## src/rtl/core/i2cm_pkg.sv

```systemverilog
`timescale 1ns / 1ps
// Shared types and constants for the I2C master bit sequencer.
// No dependencies; i2cm_front, i2cm_queue, i2cm_back and the top level refer to it by scoped names.
package i2cm_pkg;

	localparam int unsigned QUEUE_DEPTH_DEF = 2;
	localparam logic [15:0] PHASE_TICKS_RST = 16'd4;

	typedef enum logic [2:0] {
		CMD_START   = 3'd0,
		CMD_RESTART = 3'd1,
		CMD_WRITE   = 3'd2,
		CMD_READ    = 3'd3,
		CMD_SACK    = 3'd4,
		CMD_RACK    = 3'd5,
		CMD_STOP    = 3'd6
	} cmd_t;

	// One classified tick as it waits between front and back.
	typedef struct packed {
		logic       start;       // tick carries a legal command
		logic [2:0] func;
		logic       load_shift;  // command preloads the shift register
		logic [7:0] shift_init;
		logic       sda;
	} tick_t;

	typedef struct packed {
		logic       scl_low;
		logic       sda_low;
		logic       busy_res;
		logic [7:0] rx_byte;
		logic       nack_seen;
		logic       done_res;
	} result_t;

endpackage

```

## src/rtl/core/i2cm_if.sv

```systemverilog
`timescale 1ns / 1ps
// Handshake channels of the I2C master bit sequencer: tick input and result output.
// Stand-alone; no package dependency.
interface i2cm_in_if;
	logic       valid;
	logic       ready;
	logic       cmd_valid;
	logic [2:0] func;
	logic [7:0] tx_byte;
	logic       ack_drive;
	logic       sda_in;

	modport source (output valid, cmd_valid, func, tx_byte, ack_drive, sda_in, input ready);
	modport sink   (input valid, cmd_valid, func, tx_byte, ack_drive, sda_in, output ready);
endinterface

interface i2cm_out_if;
	logic       valid;
	logic       ready;
	logic       scl_low;
	logic       sda_low;
	logic       busy_res;
	logic [7:0] rx_byte;
	logic       nack_seen;
	logic       done_res;

	modport source (output valid, scl_low, sda_low, busy_res, rx_byte, nack_seen, done_res,
		input ready);
	modport sink   (input valid, scl_low, sda_low, busy_res, rx_byte, nack_seen, done_res,
		output ready);
endinterface

```

## src/rtl/core/i2cm_front.sv

```systemverilog
`timescale 1ns / 1ps
// Front end: takes tick beats, decodes the command and shift preload.
// Depends on i2cm_pkg and i2cm_in_if.
module i2cm_front (
	i2cm_in_if.sink        req,
	input  logic           q_ready,
	output logic           q_push,
	output i2cm_pkg::tick_t q_data
);

	always_comb begin
		q_data            = '0;
		q_data.func       = req.func;
		q_data.sda        = req.sda_in;
		// func 7 is no command at all
		q_data.start      = req.cmd_valid && (req.func <= i2cm_pkg::CMD_STOP);
		case (req.func)
			i2cm_pkg::CMD_WRITE: begin
				q_data.load_shift = 1'b1;
				q_data.shift_init = req.tx_byte;
			end
			i2cm_pkg::CMD_READ: begin
				q_data.load_shift = 1'b1;
				q_data.shift_init = 8'h00;
			end
			i2cm_pkg::CMD_SACK: begin
				q_data.load_shift = 1'b1;
				q_data.shift_init = {7'd0, req.ack_drive};
			end
			default: begin
				q_data.load_shift = 1'b0;
				q_data.shift_init = 8'h00;
			end
		endcase
	end

	assign req.ready = q_ready;
	assign q_push    = req.valid && q_ready;

endmodule

```

## src/rtl/core/i2cm_queue.sv

```systemverilog
`timescale 1ns / 1ps
// Short FIFO of decoded ticks between front and back.
// Depends on i2cm_pkg.
module i2cm_queue #(
	parameter int unsigned DEPTH = i2cm_pkg::QUEUE_DEPTH_DEF
) (
	input  logic            clk,
	input  logic            arst_n,
	input  logic            push,
	input  i2cm_pkg::tick_t push_data,
	output logic            push_ready,
	input  logic            pop,
	output logic            pop_valid,
	output i2cm_pkg::tick_t pop_data
);

	localparam int unsigned PW = (DEPTH > 1) ? $clog2(DEPTH) : 1;
	localparam int unsigned CW = $clog2(DEPTH + 1);
	localparam logic [PW-1:0] LAST = PW'(DEPTH - 1);

	i2cm_pkg::tick_t        mem_q [DEPTH];
	logic [PW-1:0]          wr_ptr_q;
	logic [PW-1:0]          rd_ptr_q;
	logic [CW-1:0]          count_q;
	logic                   do_pop;

	assign push_ready = (count_q != CW'(DEPTH));
	assign pop_valid  = (count_q != '0);
	assign pop_data   = mem_q[rd_ptr_q];
	assign do_pop     = pop && pop_valid;

	always_ff @(posedge clk) begin
		if (push) begin
			mem_q[wr_ptr_q] <= push_data;
		end
	end

	always_ff @(posedge clk or negedge arst_n) begin
		if (!arst_n) begin
			wr_ptr_q <= '0;
			rd_ptr_q <= '0;
			count_q  <= '0;
		end else begin
			if (push) begin
				wr_ptr_q <= (wr_ptr_q == LAST) ? '0 : wr_ptr_q + PW'(1);
			end
			if (do_pop) begin
				rd_ptr_q <= (rd_ptr_q == LAST) ? '0 : rd_ptr_q + PW'(1);
			end
			if (push && !do_pop) begin
				count_q <= count_q + CW'(1);
			end else if (!push && do_pop) begin
				count_q <= count_q - CW'(1);
			end
		end
	end

endmodule

```

## src/rtl/core/i2cm_back.sv

```systemverilog
`timescale 1ns / 1ps
// Back end: bus phase sequencer, phase tick counter and result register.
// Depends on i2cm_pkg and i2cm_out_if.
module i2cm_back (
	input  logic            clk,
	input  logic            arst_n,
	input  logic            cfg_we,
	input  logic [15:0]     cfg_wdata,
	input  logic            q_valid,
	input  i2cm_pkg::tick_t q_data,
	output logic            q_pop,
	i2cm_out_if.source      rsp
);

	function automatic logic [4:0] phase_total(input logic [2:0] cmd);
		case (cmd)
			i2cm_pkg::CMD_START:   phase_total = 5'd3;
			i2cm_pkg::CMD_RESTART: phase_total = 5'd4;
			i2cm_pkg::CMD_WRITE:   phase_total = 5'd17;
			i2cm_pkg::CMD_READ:    phase_total = 5'd17;
			i2cm_pkg::CMD_SACK:    phase_total = 5'd3;
			i2cm_pkg::CMD_RACK:    phase_total = 5'd3;
			i2cm_pkg::CMD_STOP:    phase_total = 5'd3;
			default:               phase_total = 5'd0;
		endcase
	endfunction

	// Line levels of a phase as {scl_low, sda_low}.
	function automatic logic [1:0] phase_lines(input logic [2:0] cmd, input logic [4:0] s,
		input logic [7:0] sh);
		logic c;
		logic d;
		c = 1'b1;
		d = 1'b0;
		case (cmd)
			i2cm_pkg::CMD_START: begin
				c = (s == 5'd2);
				d = (s != 5'd0);
			end
			i2cm_pkg::CMD_RESTART: begin
				c = (s == 5'd0) || (s == 5'd3);
				d = (s >= 5'd2);
			end
			i2cm_pkg::CMD_WRITE: begin
				if (s < 5'd16) begin
					c = ~s[0];
					d = ~sh[7];
				end
			end
			i2cm_pkg::CMD_READ: begin
				c = (s < 5'd16) ? ~s[0] : 1'b1;
			end
			i2cm_pkg::CMD_SACK: begin
				c = (s != 5'd1);
				d = sh[0];
			end
			i2cm_pkg::CMD_RACK: begin
				c = (s != 5'd1);
			end
			i2cm_pkg::CMD_STOP: begin
				c = (s == 5'd0);
				d = (s != 5'd2);
			end
			default: begin
				c = 1'b1;
				d = 1'b0;
			end
		endcase
		phase_lines = {c, d};
	endfunction

	logic [15:0] phase_ticks_q;
	logic [2:0]  cmd_q;
	logic [4:0]  step_q;
	logic [15:0] tick_q;
	logic [7:0]  shift_q;
	logic [7:0]  rx_q;
	logic        ack_q;
	logic        busy_q;
	logic        scl_q;
	logic        sda_q;

	logic        out_valid_q;
	i2cm_pkg::result_t out_q;

	logic [2:0]  cmd_d;
	logic [4:0]  step_d;
	logic [15:0] tick_d;
	logic [7:0]  shift_d;
	logic [7:0]  rx_d;
	logic        ack_d;
	logic        busy_d;
	logic        scl_d;
	logic        sda_d;
	logic        done_d;
	logic [16:0] tick_inc;
	logic [15:0] limit;
	logic [1:0]  lines;

	assign q_pop = q_valid && (!out_valid_q || rsp.ready);

	always_comb begin
		cmd_d    = cmd_q;
		step_d   = step_q;
		tick_d   = tick_q;
		shift_d  = shift_q;
		rx_d     = rx_q;
		ack_d    = ack_q;
		busy_d   = busy_q;
		scl_d    = scl_q;
		sda_d    = sda_q;
		done_d   = 1'b0;
		lines    = 2'b00;
		limit    = (phase_ticks_q == 16'd0) ? 16'd1 : phase_ticks_q;
		tick_inc = {1'b0, tick_q} + 17'd1;
		if (busy_q) begin
			if (tick_inc >= {1'b0, limit}) begin
				// phase ends: shift or sample first, then move on
				if (cmd_q == i2cm_pkg::CMD_WRITE && step_q < 5'd16 && step_q[0]) begin
					shift_d = {shift_q[6:0], 1'b0};
				end else if (cmd_q == i2cm_pkg::CMD_READ && step_q < 5'd16 && step_q[0]) begin
					shift_d = {shift_q[6:0], q_data.sda};
					if (step_q == 5'd15) begin
						rx_d = shift_d;
					end
				end else if (cmd_q == i2cm_pkg::CMD_RACK && step_q == 5'd1) begin
					ack_d = q_data.sda;
				end
				tick_d = 16'd0;
				step_d = step_q + 5'd1;
				if (step_d >= phase_total(cmd_q)) begin
					busy_d = 1'b0;
					done_d = 1'b1;
				end else begin
					lines = phase_lines(cmd_q, step_d, shift_d);
					scl_d = lines[1];
					sda_d = lines[0];
				end
			end else begin
				tick_d = tick_inc[15:0];
			end
		end else if (q_data.start) begin
			cmd_d  = q_data.func;
			step_d = 5'd0;
			tick_d = 16'd0;
			if (q_data.load_shift) begin
				shift_d = q_data.shift_init;
			end
			busy_d = 1'b1;
			lines  = phase_lines(q_data.func, 5'd0, shift_d);
			scl_d  = lines[1];
			sda_d  = lines[0];
		end
	end

	always_ff @(posedge clk or negedge arst_n) begin
		if (!arst_n) begin
			phase_ticks_q <= i2cm_pkg::PHASE_TICKS_RST;
			cmd_q         <= '0;
			step_q        <= '0;
			tick_q        <= '0;
			shift_q       <= '0;
			rx_q          <= '0;
			ack_q         <= 1'b0;
			busy_q        <= 1'b0;
			scl_q         <= 1'b0;
			sda_q         <= 1'b0;
			out_valid_q   <= 1'b0;
			out_q         <= '0;
		end else begin
			if (cfg_we) begin
				phase_ticks_q <= cfg_wdata;
			end
			if (q_pop) begin
				cmd_q   <= cmd_d;
				step_q  <= step_d;
				tick_q  <= tick_d;
				shift_q <= shift_d;
				rx_q    <= rx_d;
				ack_q   <= ack_d;
				busy_q  <= busy_d;
				scl_q   <= scl_d;
				sda_q   <= sda_d;
				out_q.scl_low   <= scl_d;
				out_q.sda_low   <= sda_d;
				out_q.busy_res  <= busy_d;
				out_q.rx_byte   <= rx_d;
				out_q.nack_seen <= ack_d;
				out_q.done_res  <= done_d;
				out_valid_q     <= 1'b1;
			end else if (rsp.ready) begin
				out_valid_q <= 1'b0;
			end
		end
	end

	assign rsp.valid     = out_valid_q;
	assign rsp.scl_low   = out_q.scl_low;
	assign rsp.sda_low   = out_q.sda_low;
	assign rsp.busy_res  = out_q.busy_res;
	assign rsp.rx_byte   = out_q.rx_byte;
	assign rsp.nack_seen = out_q.nack_seen;
	assign rsp.done_res  = out_q.done_res;

endmodule

```

## src/rtl/core/i2c_master_bit_sequencer.sv

```systemverilog
`timescale 1ns / 1ps
// I2C master bit sequencer, top level: front decoder, tick queue, phase sequencer.
// A result beat is offered from the result register after its tick beat has passed the queue.
// Throughput: one tick beat per cycle while the queue has room; the sequencer state updates once per tick.
// The queue holds QUEUE_DEPTH ticks while the result side stalls.
// Reset (arst_n low, asynchronous): lines released, idle, phase_ticks back to 4.
module i2c_master_bit_sequencer #(
	parameter int unsigned QUEUE_DEPTH = i2cm_pkg::QUEUE_DEPTH_DEF
) (
	input  logic        clk,
	input  logic        arst_n,
	input  logic        cfg_we,
	input  logic [15:0] cfg_wdata,
	i2cm_in_if.sink     req,
	i2cm_out_if.source  rsp
);

	logic            push;
	logic            push_ready;
	i2cm_pkg::tick_t push_data;
	logic            pop;
	logic            pop_valid;
	i2cm_pkg::tick_t pop_data;

	i2cm_front u_front (
		.req     (req),
		.q_ready (push_ready),
		.q_push  (push),
		.q_data  (push_data)
	);

	i2cm_queue #(
		.DEPTH (QUEUE_DEPTH)
	) u_queue (
		.clk        (clk),
		.arst_n     (arst_n),
		.push       (push),
		.push_data  (push_data),
		.push_ready (push_ready),
		.pop        (pop),
		.pop_valid  (pop_valid),
		.pop_data   (pop_data)
	);

	i2cm_back u_back (
		.clk       (clk),
		.arst_n    (arst_n),
		.cfg_we    (cfg_we),
		.cfg_wdata (cfg_wdata),
		.q_valid   (pop_valid),
		.q_data    (pop_data),
		.q_pop     (pop),
		.rsp       (rsp)
	);

endmodule

```

## src/flat_wrapper.sv

```systemverilog
// flat-port wrapper written by rule: the top's interface ports become plain ports
module i2c_master_bit_sequencer_flat 
#(
	parameter int unsigned QUEUE_DEPTH = i2cm_pkg::QUEUE_DEPTH_DEF
)
  (clk, arst_n, cfg_we, cfg_wdata, req_valid, req_cmd_valid, req_func, req_tx_byte, req_ack_drive, req_sda_in, req_ready, rsp_valid, rsp_scl_low, rsp_sda_low, rsp_busy_res, rsp_rx_byte, rsp_nack_seen, rsp_done_res, rsp_ready);
  i2cm_in_if req_i ();
  i2cm_out_if rsp_i ();
  input  logic clk;
  input  logic arst_n;
  input  logic cfg_we;
  input  logic [15:0] cfg_wdata;
  input wire logic [$bits(req_i.valid)-1:0] req_valid;
  input wire logic [$bits(req_i.cmd_valid)-1:0] req_cmd_valid;
  input wire logic [$bits(req_i.func)-1:0] req_func;
  input wire logic [$bits(req_i.tx_byte)-1:0] req_tx_byte;
  input wire logic [$bits(req_i.ack_drive)-1:0] req_ack_drive;
  input wire logic [$bits(req_i.sda_in)-1:0] req_sda_in;
  output wire logic [$bits(req_i.ready)-1:0] req_ready;
  output wire logic [$bits(rsp_i.valid)-1:0] rsp_valid;
  output wire logic [$bits(rsp_i.scl_low)-1:0] rsp_scl_low;
  output wire logic [$bits(rsp_i.sda_low)-1:0] rsp_sda_low;
  output wire logic [$bits(rsp_i.busy_res)-1:0] rsp_busy_res;
  output wire logic [$bits(rsp_i.rx_byte)-1:0] rsp_rx_byte;
  output wire logic [$bits(rsp_i.nack_seen)-1:0] rsp_nack_seen;
  output wire logic [$bits(rsp_i.done_res)-1:0] rsp_done_res;
  input wire logic [$bits(rsp_i.ready)-1:0] rsp_ready;
  assign req_i.valid = req_valid;
  assign req_i.cmd_valid = req_cmd_valid;
  assign req_i.func = req_func;
  assign req_i.tx_byte = req_tx_byte;
  assign req_i.ack_drive = req_ack_drive;
  assign req_i.sda_in = req_sda_in;
  assign req_ready = req_i.ready;
  assign rsp_valid = rsp_i.valid;
  assign rsp_scl_low = rsp_i.scl_low;
  assign rsp_sda_low = rsp_i.sda_low;
  assign rsp_busy_res = rsp_i.busy_res;
  assign rsp_rx_byte = rsp_i.rx_byte;
  assign rsp_nack_seen = rsp_i.nack_seen;
  assign rsp_done_res = rsp_i.done_res;
  assign rsp_i.ready = rsp_ready;
  i2c_master_bit_sequencer #(.QUEUE_DEPTH(QUEUE_DEPTH)) u_core (.clk(clk), .arst_n(arst_n), .cfg_we(cfg_we), .cfg_wdata(cfg_wdata), .req(req_i), .rsp(rsp_i));
endmodule
```

## config.mk

```make
export PLATFORM = sky130hd
export DESIGN_NAME = i2c_master_bit_sequencer_flat
export DESIGN_NICKNAME = d
export VERILOG_FILES = /design/src/rtl/core/i2cm_pkg.sv /design/src/rtl/core/i2cm_if.sv /design/src/rtl/core/i2cm_front.sv /design/src/rtl/core/i2cm_queue.sv /design/src/rtl/core/i2cm_back.sv /design/src/rtl/core/i2c_master_bit_sequencer.sv /design/src/flat_wrapper.sv
export SDC_FILE = /design/constraint.sdc
export NUM_CORES = 1
export LEC_CHECK = 0
export ABC_AREA = 1
export ABC_CLOCK_PERIOD_IN_PS = 3600
export BUFFER_PORTS_ARGS = -buffer_cell sky130_fd_sc_hd__buf_4
export CAP_MARGIN = 10
export CORE_AREA = 4 4 90 113
export DETAILED_ROUTE_END_ITERATION = 8
export DIE_AREA = 0 0 94 117
export MAX_ROUTING_LAYER = met4
export PLACE_DENSITY = 0.78
export SLEW_MARGIN = 5
export SYNTH_ARGS = -nofsm -noshare
export SYNTH_HDL_FRONTEND = slang
export SYNTH_SLANG_ARGS = --single-unit
```

## constraint.sdc

```tcl
create_clock -name clk -period 3.6 [get_ports clk]
set_clock_uncertainty 0.1 [all_clocks]
set_input_delay 0.36 -clock clk [delete_from_list [all_inputs] [get_ports clk]]
set_output_delay 0.36 -clock clk [all_outputs]
set_load 0.02 [all_outputs]
```

==> summary.txt, run 1 <==
Global route
  – First-pass GRT wire length: 18500 microns
  – Number of global-route vias before repair: 4095
  – Initial antenna violation count: 0
  – GR Util met2: 38.0%
  – Largest net degree at the start of global routing: 67
  – Met3 usage: 3.58%
  – Grt ovf: 0
  – Total GRT Usage: 22.3%
  – Met1 Resource Use GR: 25.5%
  – Most used routing layer: met2

Timing
  – Slew Limit Fails: 0
  – Setup TNS Final: 0 ns
  – Worst setup margin: 0.332 ns
  – Slew margin rel.: 45.8%
  – Final hold vios: 0
  – RSZ-0062 raised after global routing: no
  – Final Cycle Share: 90.8%
  – Worst Tran Pin Value: 0.814 ns
  – Max Freq: 0.306 GHz
  – Final setup vio count: 0
  – Minimum clock period: 3.27 ns

Drt
  – Antenna-violating nets left: 0
  – Routed WL: 11600 microns
  – DR vias: 4323
  – Initial DRC count: 280
  – Drt pass-1 iters: 5
  – Routed len/inst: 14.6 microns
  – DRC viols: 0
  – Via/cell ratio: 5.43

Power and ir drop
  – P per Cell Area: 642 mW/mm^2
  – Peak supply drop: 363 uV
  – LEAKAGE: 3.00 nW

CTS
  – # H-tree levels: 3
  – # hold bufs at CTS: 0
  – Worst skew pair latency: 0.35 ns
  – Cts bufs inserted: 9
  – Clk buf depth: 2
  – Sink Count: 94
  – Post-CTS sizing: 0
  – Root buf cell: clkbuf_16
  – Clock Pin Slew Worst Setup and Hold Paths: 0.07 ns
  – CTS tree: done

Min path
  – Min-delay worst type: in -> async

Status
  – Status: complete, no violations

Layout
  – Ant diodes: 0
  – Most frequent cells in the layout: 145 x nand2_1, 88 x inv_1, 65 x dfrtp_1, 53 x nor2_1, 52 x buf_4
  – Commonest non-fill, non-tap cell in the layout: nand2_1
  – Share of post-route cells with drive strength above 1: 17.4%
  – Util after Layout: 67.0%
  – Area growth from synthesis to layout: 14.8%
  – Total Nets Final: 731
  – Fin area: 0.00608 sq mm
  – Layout fillers: 734

Yosys
  – Register area share after synthesis: 47.1%
  – Mapped Area: 0.00530 sq mm
  – Synth Register Bits: 94
  – Distinct cell type count after synthesis: 48
  – Syn Nets: 680
  – Synth warnings: 0
  – Synth Instances: 617
  – Avg Cell Area, Syn: 8.59 sq um

Floorplan
  – Initial Util: 58.4%
  – Standard-cell rows: 39
  – Io pins: 50
  – Chip width: 94 microns
  – Die area: 0.0110 sq mm
  – Die height: 117 microns
  – Core ar.: 0.00908 sq mm

Worst setup path
  – Slowest stage delay, CP: 0.42 ns
  – Largest delay share family, worst path: simple AND/OR/NAND/NOR gates
  – CP Cell Sequence: ha_1 -> nand2_2 -> inv_2 -> nand2_2 -> nor2_4 -> nand4_1 -> nor2_1 -> xor2_1 -> ha_1 -> a21oi_1 -> o211ai_1 -> inv_1 -> nand2_2 -> nor2_4 -> nand4_2 -> nand4_1 -> nand2_1
  – Worst EP arrival: 3.40 ns
  – Most frequent CP cell: nand2_2
  – CP Capture Type: flop
  – Kind of critical path: reg -> reg
  – Crit path buf inv count: 2
  – Crit-path max FO: 13
  – Max stage delay cell, worst path: nand4_2
  – Startpoint Class: flop
  – Worst EP required: 3.74 ns

Job
  – Max-Cap Viols: 0

Placement
  – DP Area: 0.00575 sq mm
  – HPWL after DPL: 8380 microns
  – Pre-CTS setup slack: 0.313 ns
  – IO Port Bufs: 49
  – Gp weighted congestion: 0.911
power breakdown:
| part | leakage, nW | total [W] | internal [W] | switching (W) |
|---|---|---|---|---|
| Combinational | 1.74 | 0.00144 | 0.000490 | 0.000945 |
| Clock | 0.144 | 0.000982 | 0.000547 | 0.000435 |
| Sequential | 1.11 | 0.00149 | 0.00132 | 0.000170 |
| Total | 3.00 | 0.00390 | 0.00235 | 0.00155 |
cell families (layout without fill, tap and decap cells):
kind of cell	after synthesis	after routing	share of synthesized area, %
DFF	94	94	47.1
buffers and inverters	106	161	8.08
adders and majority gates	28	28	6.61
and+or+nand+nor	277	278	24.1
AOI/OAI and AO/OA	95	95	11.3
xor gates and xnor gates	16	16	2.64
muxes	1	1	0.189
registers in the layout, summed over array words and instances, names as in the netlist:
register and count:
u_core.u_queue.mem_q 28, u_core.u_back.phase_ticks_q 16, u_core.u_back.tick_q 16, u_core.u_back.rsp.rx_byte 8, u_core.u_back.shift_q 8, u_core.u_back.step_q 5
u_core.u_back.cmd_q 3, u_core.u_queue.count_q 2, u_core.u_back.rsp.busy_res 1, u_core.u_back.rsp.done_res 1, u_core.u_back.rsp.nack_seen 1, u_core.u_back.rsp.scl_low 1
u_core.u_back.rsp.sda_low 1, u_core.u_back.rsp.valid 1, u_core.u_queue.rd_ptr_q 1, u_core.u_queue.wr_ptr_q 1
timing repair:
item | in CTS | in global routing
endpoints found under the setup margin | 0 | 12
hold endpoints to repair | 0 | 0
buffers inserted | 0 | 0
worst paths after layout:
kind,start,to,slack (ns),cells past startpoint
min in group clk,req_sda_in,u_core.u_queue.mem_q[0][0],0.09,1
min reg2reg,u_core.u_queue.count_q[0],u_core.u_queue.count_q[0],0.38,1
max reg2reg,u_core.u_back.tick_q[0],u_core.u_back.rsp.sda_low,0.33,17
min,arst_n,u_core.u_back.phase_ticks_q[4],0.002,1
max in group asynchronous,arst_n,u_core.u_back.tick_q[12],2.87,1
max,u_core.u_back.tick_q[0],u_core.u_back.rsp.sda_low,0.33,17
Yosys cell counts, drive strengths merged:
master / number / share of area [%]
nand2: 157 / 12
xor2: 14 / 2.3
xnor2: 2 / 0.33
nor4: 3 / 0.35
a21oi: 14 / 1.4
nand4: 29 / 3.7
or2: 4 / 0.47
a22oi: 1 / 0.14
nand3b: 1 / 0.14
a31oi: 1 / 0.12
edfxtp: 28 / 16
dfrtp: 65 / 31
mux2i: 1 / 0.19
o21ai: 57 / 6.4
a21boi: 1 / 0.14
a21o: 1 / 0.14
ha: 28 / 6.6
nor3: 6 / 0.78
nand3: 18 / 2.0
o211ai: 2 / 0.28
o32ai: 6 / 0.99
nor2: 58 / 4.7
a31o: 1 / 0.17
dfstp: 1 / 0.50
o22ai: 7 / 0.83
clkbuf: 6 / 0.42
a32o: 1 / 0.19
o21bai: 1 / 0.14
o41ai: 1 / 0.17
inv: 93 / 6.6
and3: 1 / 0.12
buf: 7 / 1.1
a22o: 1 / 0.17
per-stage QoR:
stage               hold WS (ns)  cells  total power [W]
global placement           0.356    777          0.00285
finish                   0.00177    796          0.00390
global route              0.0741    796          0.00418
detailed placement         0.365    777          0.00291
floorplan                -0.0356    617          0.00252
CTS                       0.0361    793          0.00390
metal layers:
layer  up-vias  part of all wire [%]
met3        31                   4.3
met4         0                   2.9
li1       2133                     -
met2       127                    51
met5         -                     0
met1      2032                    41
layout make-up:
type,count,area [sq um],share of cell area [%]
Clock buffer,9,225,3.70
Tap cell,123,154,2.53
Sequential cell,94,2490,41.0
Multi-Input combinational cell,418,2390,39.3
Timing Repair Buffer,52,390,6.42
Inverter,93,349,5.74
Clock inverter,7,78.8,1.30
(Power assumes the default switching activity.)
==> run 2, diff against run 1 <==
Settings changed: ABC_AREA 1 to 0, CORE_AREA 4 4 90 113 to 4 4 88 111, DIE_AREA 0 0 94 117 to 0 0 92 115, SLEW_MARGIN 5 to 20.
==> run 2 against run 1 <==
Net effect: total power down 1.2%; die area down 3.8%; critical path depth fell by 4; highest routed layer unchanged; synthesized cell count is 23% lower; clock power decreased by 30%; largest cell class unchanged; first-iteration DRC count is 4.3% lower; cell area down 4.4%; core utilization rose by 0.19 points; fmax decreased by 5.2%.
==> summary.txt, run 2 <==
Placement
  – DP Area: 0.00553 sq mm (was 0.00575 sq mm)
  – Pre-CTS setup slack: -0.0595 ns (was 0.313 ns)
  – Gp weighted congestion: 0.905 (was 0.911)
  – HPWL after DPL: 7970 microns (was 8380 microns)
  – IO Port Bufs: 49 (unchanged)

Yosys
  – Distinct cell type count after synthesis: 64 (was 48)
  – Top cell type's share of synthesized area: 32.2% (was 30.7%)
  – Number of flops mapped to enable cells by yosys: 28 (unchanged)
  – Prevailing post-synth register cell: dfrtp_1 (unchanged)
  – Cell with the most instances after synthesis: dfrtp_1 (was nand2_1)
  – Synth Instances: 475 (was 617)
  – Synth top cells by count: 65 x dfrtp_1, 47 x nand2_1, 38 x inv_1 (was 145 x nand2_1, 88 x inv_1, 65 x dfrtp_1)
  – Avg Cell Area, Syn: 10.6 sq um (was 8.59 sq um)
  – Post-synth ARST share: 70.2% (unchanged)
  – Register area share after synthesis: 49.4% (was 47.1%)
  – Syn Nets: 538 (was 680)
  – Ranking of synthesized cells by area: dfrtp_1 32%, edfxtp_1 17%, ha_1 6.9%, nand2_1 3.5%, inv_1 2.8% (was dfrtp_1 31%, edfxtp_1 16%, nand2_1 10%, ha_1 6.6%, inv_1 6.2%)
  – Mapped Area: 0.00505 sq mm (was 0.00530 sq mm)
  – Synth Register Bits: 94 (unchanged)
  – Top cell type by total area after synthesis: dfrtp_1 (unchanged)
  – Synth warnings: 0 (unchanged)

Power and ir drop
  – Total power: 0.00386 W (was 0.00390 W)
  – Clock power share: 17.9% (was 25.2%)
  – Reg power frac: 41.5% (was 38.1%)
  – Internal Power: 0.00235 W (about the same)
  – Comb pwr share: 40.6% (was 36.8%)
  – Peak supply drop: 389 uV (was 363 uV)
  – P per Cell Area: 664 mW/mm^2 (was 642 mW/mm^2)
  – Sw Pwr: 0.00151 W (was 0.00155 W)
  – LEAKAGE: 2.70 nW (was 3.00 nW)
  – Switching Fraction: 39.0% (was 39.7%)

Floorplan
  – Die area: 0.0106 sq mm (was 0.0110 sq mm)
  – Standard-cell rows: 38 (was 39)
  – Initial Util: 58.4% (about the same)
  – Die height: 115 microns (was 117 microns)
  – Io pins: 50 (unchanged)
  – Core ar.: 0.00865 sq mm (was 0.00908 sq mm)
  – Chip width: 92 microns (was 94 microns)

Layout
  – Commonest non-fill, non-tap cell in the layout: buf_4 (was nand2_1)
  – Ant diodes: 0 (unchanged)
  – Layout fillers: 720 (was 734)
  – Multi-input gate area: 0.00234 sq mm (was 0.00239 sq mm)
  – Area growth from synthesis to layout: 15.1% (was 14.8%)
  – Register area: 0.00249 sq mm (about the same)
  – Largest registers: u_core.u_queue.mem_q: 28 flops, u_core.u_back.phase_ticks_q: 16 flops, u_core.u_back.tick_q: 16 flops (unchanged)
  – Fin area: 0.00581 sq mm (was 0.00608 sq mm)
  – Share of post-route cells with drive strength above 1: 19.9% (was 17.4%)
  – Most frequent cells in the layout: 66 x buf_4, 64 x dfrtp_1, 47 x nand2_1, 38 x inv_1 (was 145 x nand2_1, 88 x inv_1, 65 x dfrtp_1, 53 x nor2_1, 52 x buf_4)
  – Max reg flops: 28 (unchanged)
  – Total Nets Final: 596 (was 731)
  – Top reg by flops: u_core.u_queue.mem_q (unchanged)

Timing
  – Slew margin rel.: 43.5% (was 45.8%)
  – Worst Tran Pin Value: 0.848 ns (was 0.814 ns)
  – Minimum clock period: 3.45 ns (was 3.27 ns)
  – Slew Limit Fails: 0 (unchanged)
  – Final Cycle Share: 95.8% (was 90.8%)
  – Final hold slack: 0.00447 ns (was 0.00177 ns)
  – RSZ-0062 raised after global routing: no (unchanged)
  – Max Freq: 0.290 GHz (was 0.306 GHz)
  – Final hold vios: 0 (unchanged)
  – Final setup vio count: 0 (unchanged)
  – Worst setup margin: 0.151 ns (was 0.332 ns)

Worst setup path
  – CP Cell Sequence: and4_1 -> nand3_1 -> or3_4 -> nor2_1 -> xor2_1 -> ha_1 -> a211oi_1 -> o21ai_0 -> a221oi_2 -> a21oi_2 -> buf_4 -> nand3_4 -> mux2_2 (was ha_1 -> nand2_2 -> inv_2 -> nand2_2 -> nor2_4 -> nand4_1 -> nor2_1 -> xor2_1 -> ha_1 -> a21oi_1 -> o211ai_1 -> inv_1 -> nand2_2 -> nor2_4 -> nand4_2 -> nand4_1 -> nand2_1)
  – RR Endpoint: u_core.u_back.rsp.rx_byte[1] (was u_core.u_back.rsp.sda_low)
  – Slowest stage delay, CP: 0.42 ns (about the same)
  – Largest delay share family, worst path: simple AND/OR/NAND/NOR gates (unchanged)
  – FF-to-FF setup slack: 0.15 ns (was 0.33 ns)
  – Kind of critical path: reg -> reg (unchanged)
  – Worst path depth: 13 (was 17)
  – Critical Path Sink: u_core.u_back.rsp.rx_byte[1] (was u_core.u_back.rsp.sda_low)
  – Worst setup path startpoint: u_core.u_back.tick_q[2] (was u_core.u_back.tick_q[0])
  – CP Capture Type: flop (unchanged)
  – Crit path buf inv count: 1 (was 2)
  – R2r startpoint: u_core.u_back.tick_q[2] (was u_core.u_back.tick_q[0])
  – Max stage delay cell, worst path: or3_4 (was nand4_2)
  – Startpoint Class: flop (unchanged)
  – Worst EP required: 3.74 ns (about the same)
  – Worst EP arrival: 3.59 ns (was 3.40 ns)
  – Crit-path max FO: 11 (was 13)
  – FF-to-FF path depth: 13 (was 17)

Global route
  – Initial antenna violation count: 0 (unchanged)
  – Met3 usage: 3.01% (was 3.58%)
  – Met1 Resource Use GR: 24.9% (was 25.5%)
  – Total GRT Usage: 22.3% (about the same)
  – Largest net degree at the start of global routing: 67 (unchanged)
  – GR Util met2: 39.7% (was 38.0%)
  – First-pass GRT wire length: 18100 microns (was 18500 microns)
  – Grt ovf: 0 (unchanged)
  – Number of global-route vias before repair: 3819 (was 4095)
  – Most used routing layer: met2 (unchanged)

CTS
  – Root buf cell: clkbuf_8 (was clkbuf_16)
  – Cts bufs inserted: 9 (unchanged)
  – Clock Pin Slew Worst Setup and Hold Paths: 0.10 ns (was 0.07 ns)
  – # H-tree levels: 3 (unchanged)
  – Sink Count: 94 (unchanged)
  – Clk buf depth: 2 (unchanged)
  – Worst skew pair latency: 0.36 ns (was 0.35 ns)
  – CTS tree: done (unchanged)

Drt
  – Antenna-violating nets left: 0 (unchanged)
  – Drt pass-1 iters: 5 (unchanged)
  – Routed len/inst: 16.6 microns (was 14.6 microns)
  – DRC viols: 0 (unchanged)
  – DR vias: 3844 (was 4323)
  – Via/cell ratio: 5.84 (was 5.43)
  – Routed WL: 10900 microns (was 11600 microns)
  – Initial DRC count: 268 (was 280)

Job
  – Max-Cap Viols: 0 (unchanged)

Status
  – Status: complete, no violations (unchanged)

Min path
  – Min-delay worst type: in -> async (unchanged)
## run 2: cell count changes in the layout (fill, tap and decap cells not counted), moves of 12 or more
cell | previous run | this run
nand2_1 | 145 | 47
inv_1 | 88 | 38
nor2_1 | 53 | 19
nand4_1 | 28 | 8
o21ai_2 | 15 | 0
buf_4 | 52 | 66
mux2_2 | 0 | 12
## run 2: how the worst min path moves through the flow
stage                               startpoint                              end  slack [ns]  cells after the start
finish                                  arst_n  u_core.u_back.phase_ticks_q[12]       0.004                      1
global route                            arst_n  u_core.u_back.phase_ticks_q[12]        0.06                      1
CTS                                     arst_n         u_core.u_back.tick_q[14]        0.03                      1
detailed placement     u_core.u_queue.wr_ptr_q          u_core.u_queue.wr_ptr_q        0.38                      1
global placement    u_core.u_back.rsp.done_res       u_core.u_back.rsp.done_res        0.38                      2
floorplan                               arst_n           u_core.u_back.cmd_q[0]       -0.04                      0
## run 2: cell type report
type	count	area share, %
multi-input combinational	324	40.3
clock buffer	11	2.26
sequential	94	42.9
timing repair buffer	66	8.52
inverter	38	2.45
clock inverter	5	1.01
tap	120	2.58
## run 2: power by group through the flow
| stage | sequential, W | combinational [W] | clock, W |
|---|---|---|---|
| detailed placement | 0.00163 | 0.00148 | 0 |
| CTS | 0.00161 | 0.00150 | 0.000710 |
| finish | 0.00160 | 0.00157 | 0.000691 |
| global route | 0.00164 | 0.00174 | 0.000749 |
| global placement | 0.00161 | 0.00143 | 0 |
| floorplan | 0.00154 | 0.00111 | 0 |
## run 2: routing by layer
| metal | vias to the layer above | share of wire (%) |
|---|---|---|
| li1 | 1843 | - |
| met1 | 1884 | 41 |
| met2 | 96 | 54 |
| met3 | 21 | 3.5 |
| met4 | 0 | 2.2 |
| met5 | - | 0 |
## run 2: per-stage QoR
stage | utilization (%) | std cells | setup TNS, ns
floorplan | - | 475 | 0
finish | 67.2 | 658 | 0
global placement | 63.9 | 632 | 0
CTS | 66.2 | 648 | 0
global route | 67.2 | 658 | 0
detailed placement | 63.9 | 632 | -0.212
## run 2: logic make-up after synthesis
family,count (synthesis),synth area share [%]
compound gates,107,14.3
xor+xnor,22,3.82
fa+ha+maj,29,7.14
buf+inv,57,4.56
flops,94,49.4
mux,30,6.47
simple gates,136,14.3
## run 2: timing repair
action,4_1_cts,5_1_grt
hold buffers,0,0
setup endpoints to repair,14,34
buffers inserted,0,10
gates resized for setup,3,3
pin swaps,0,1
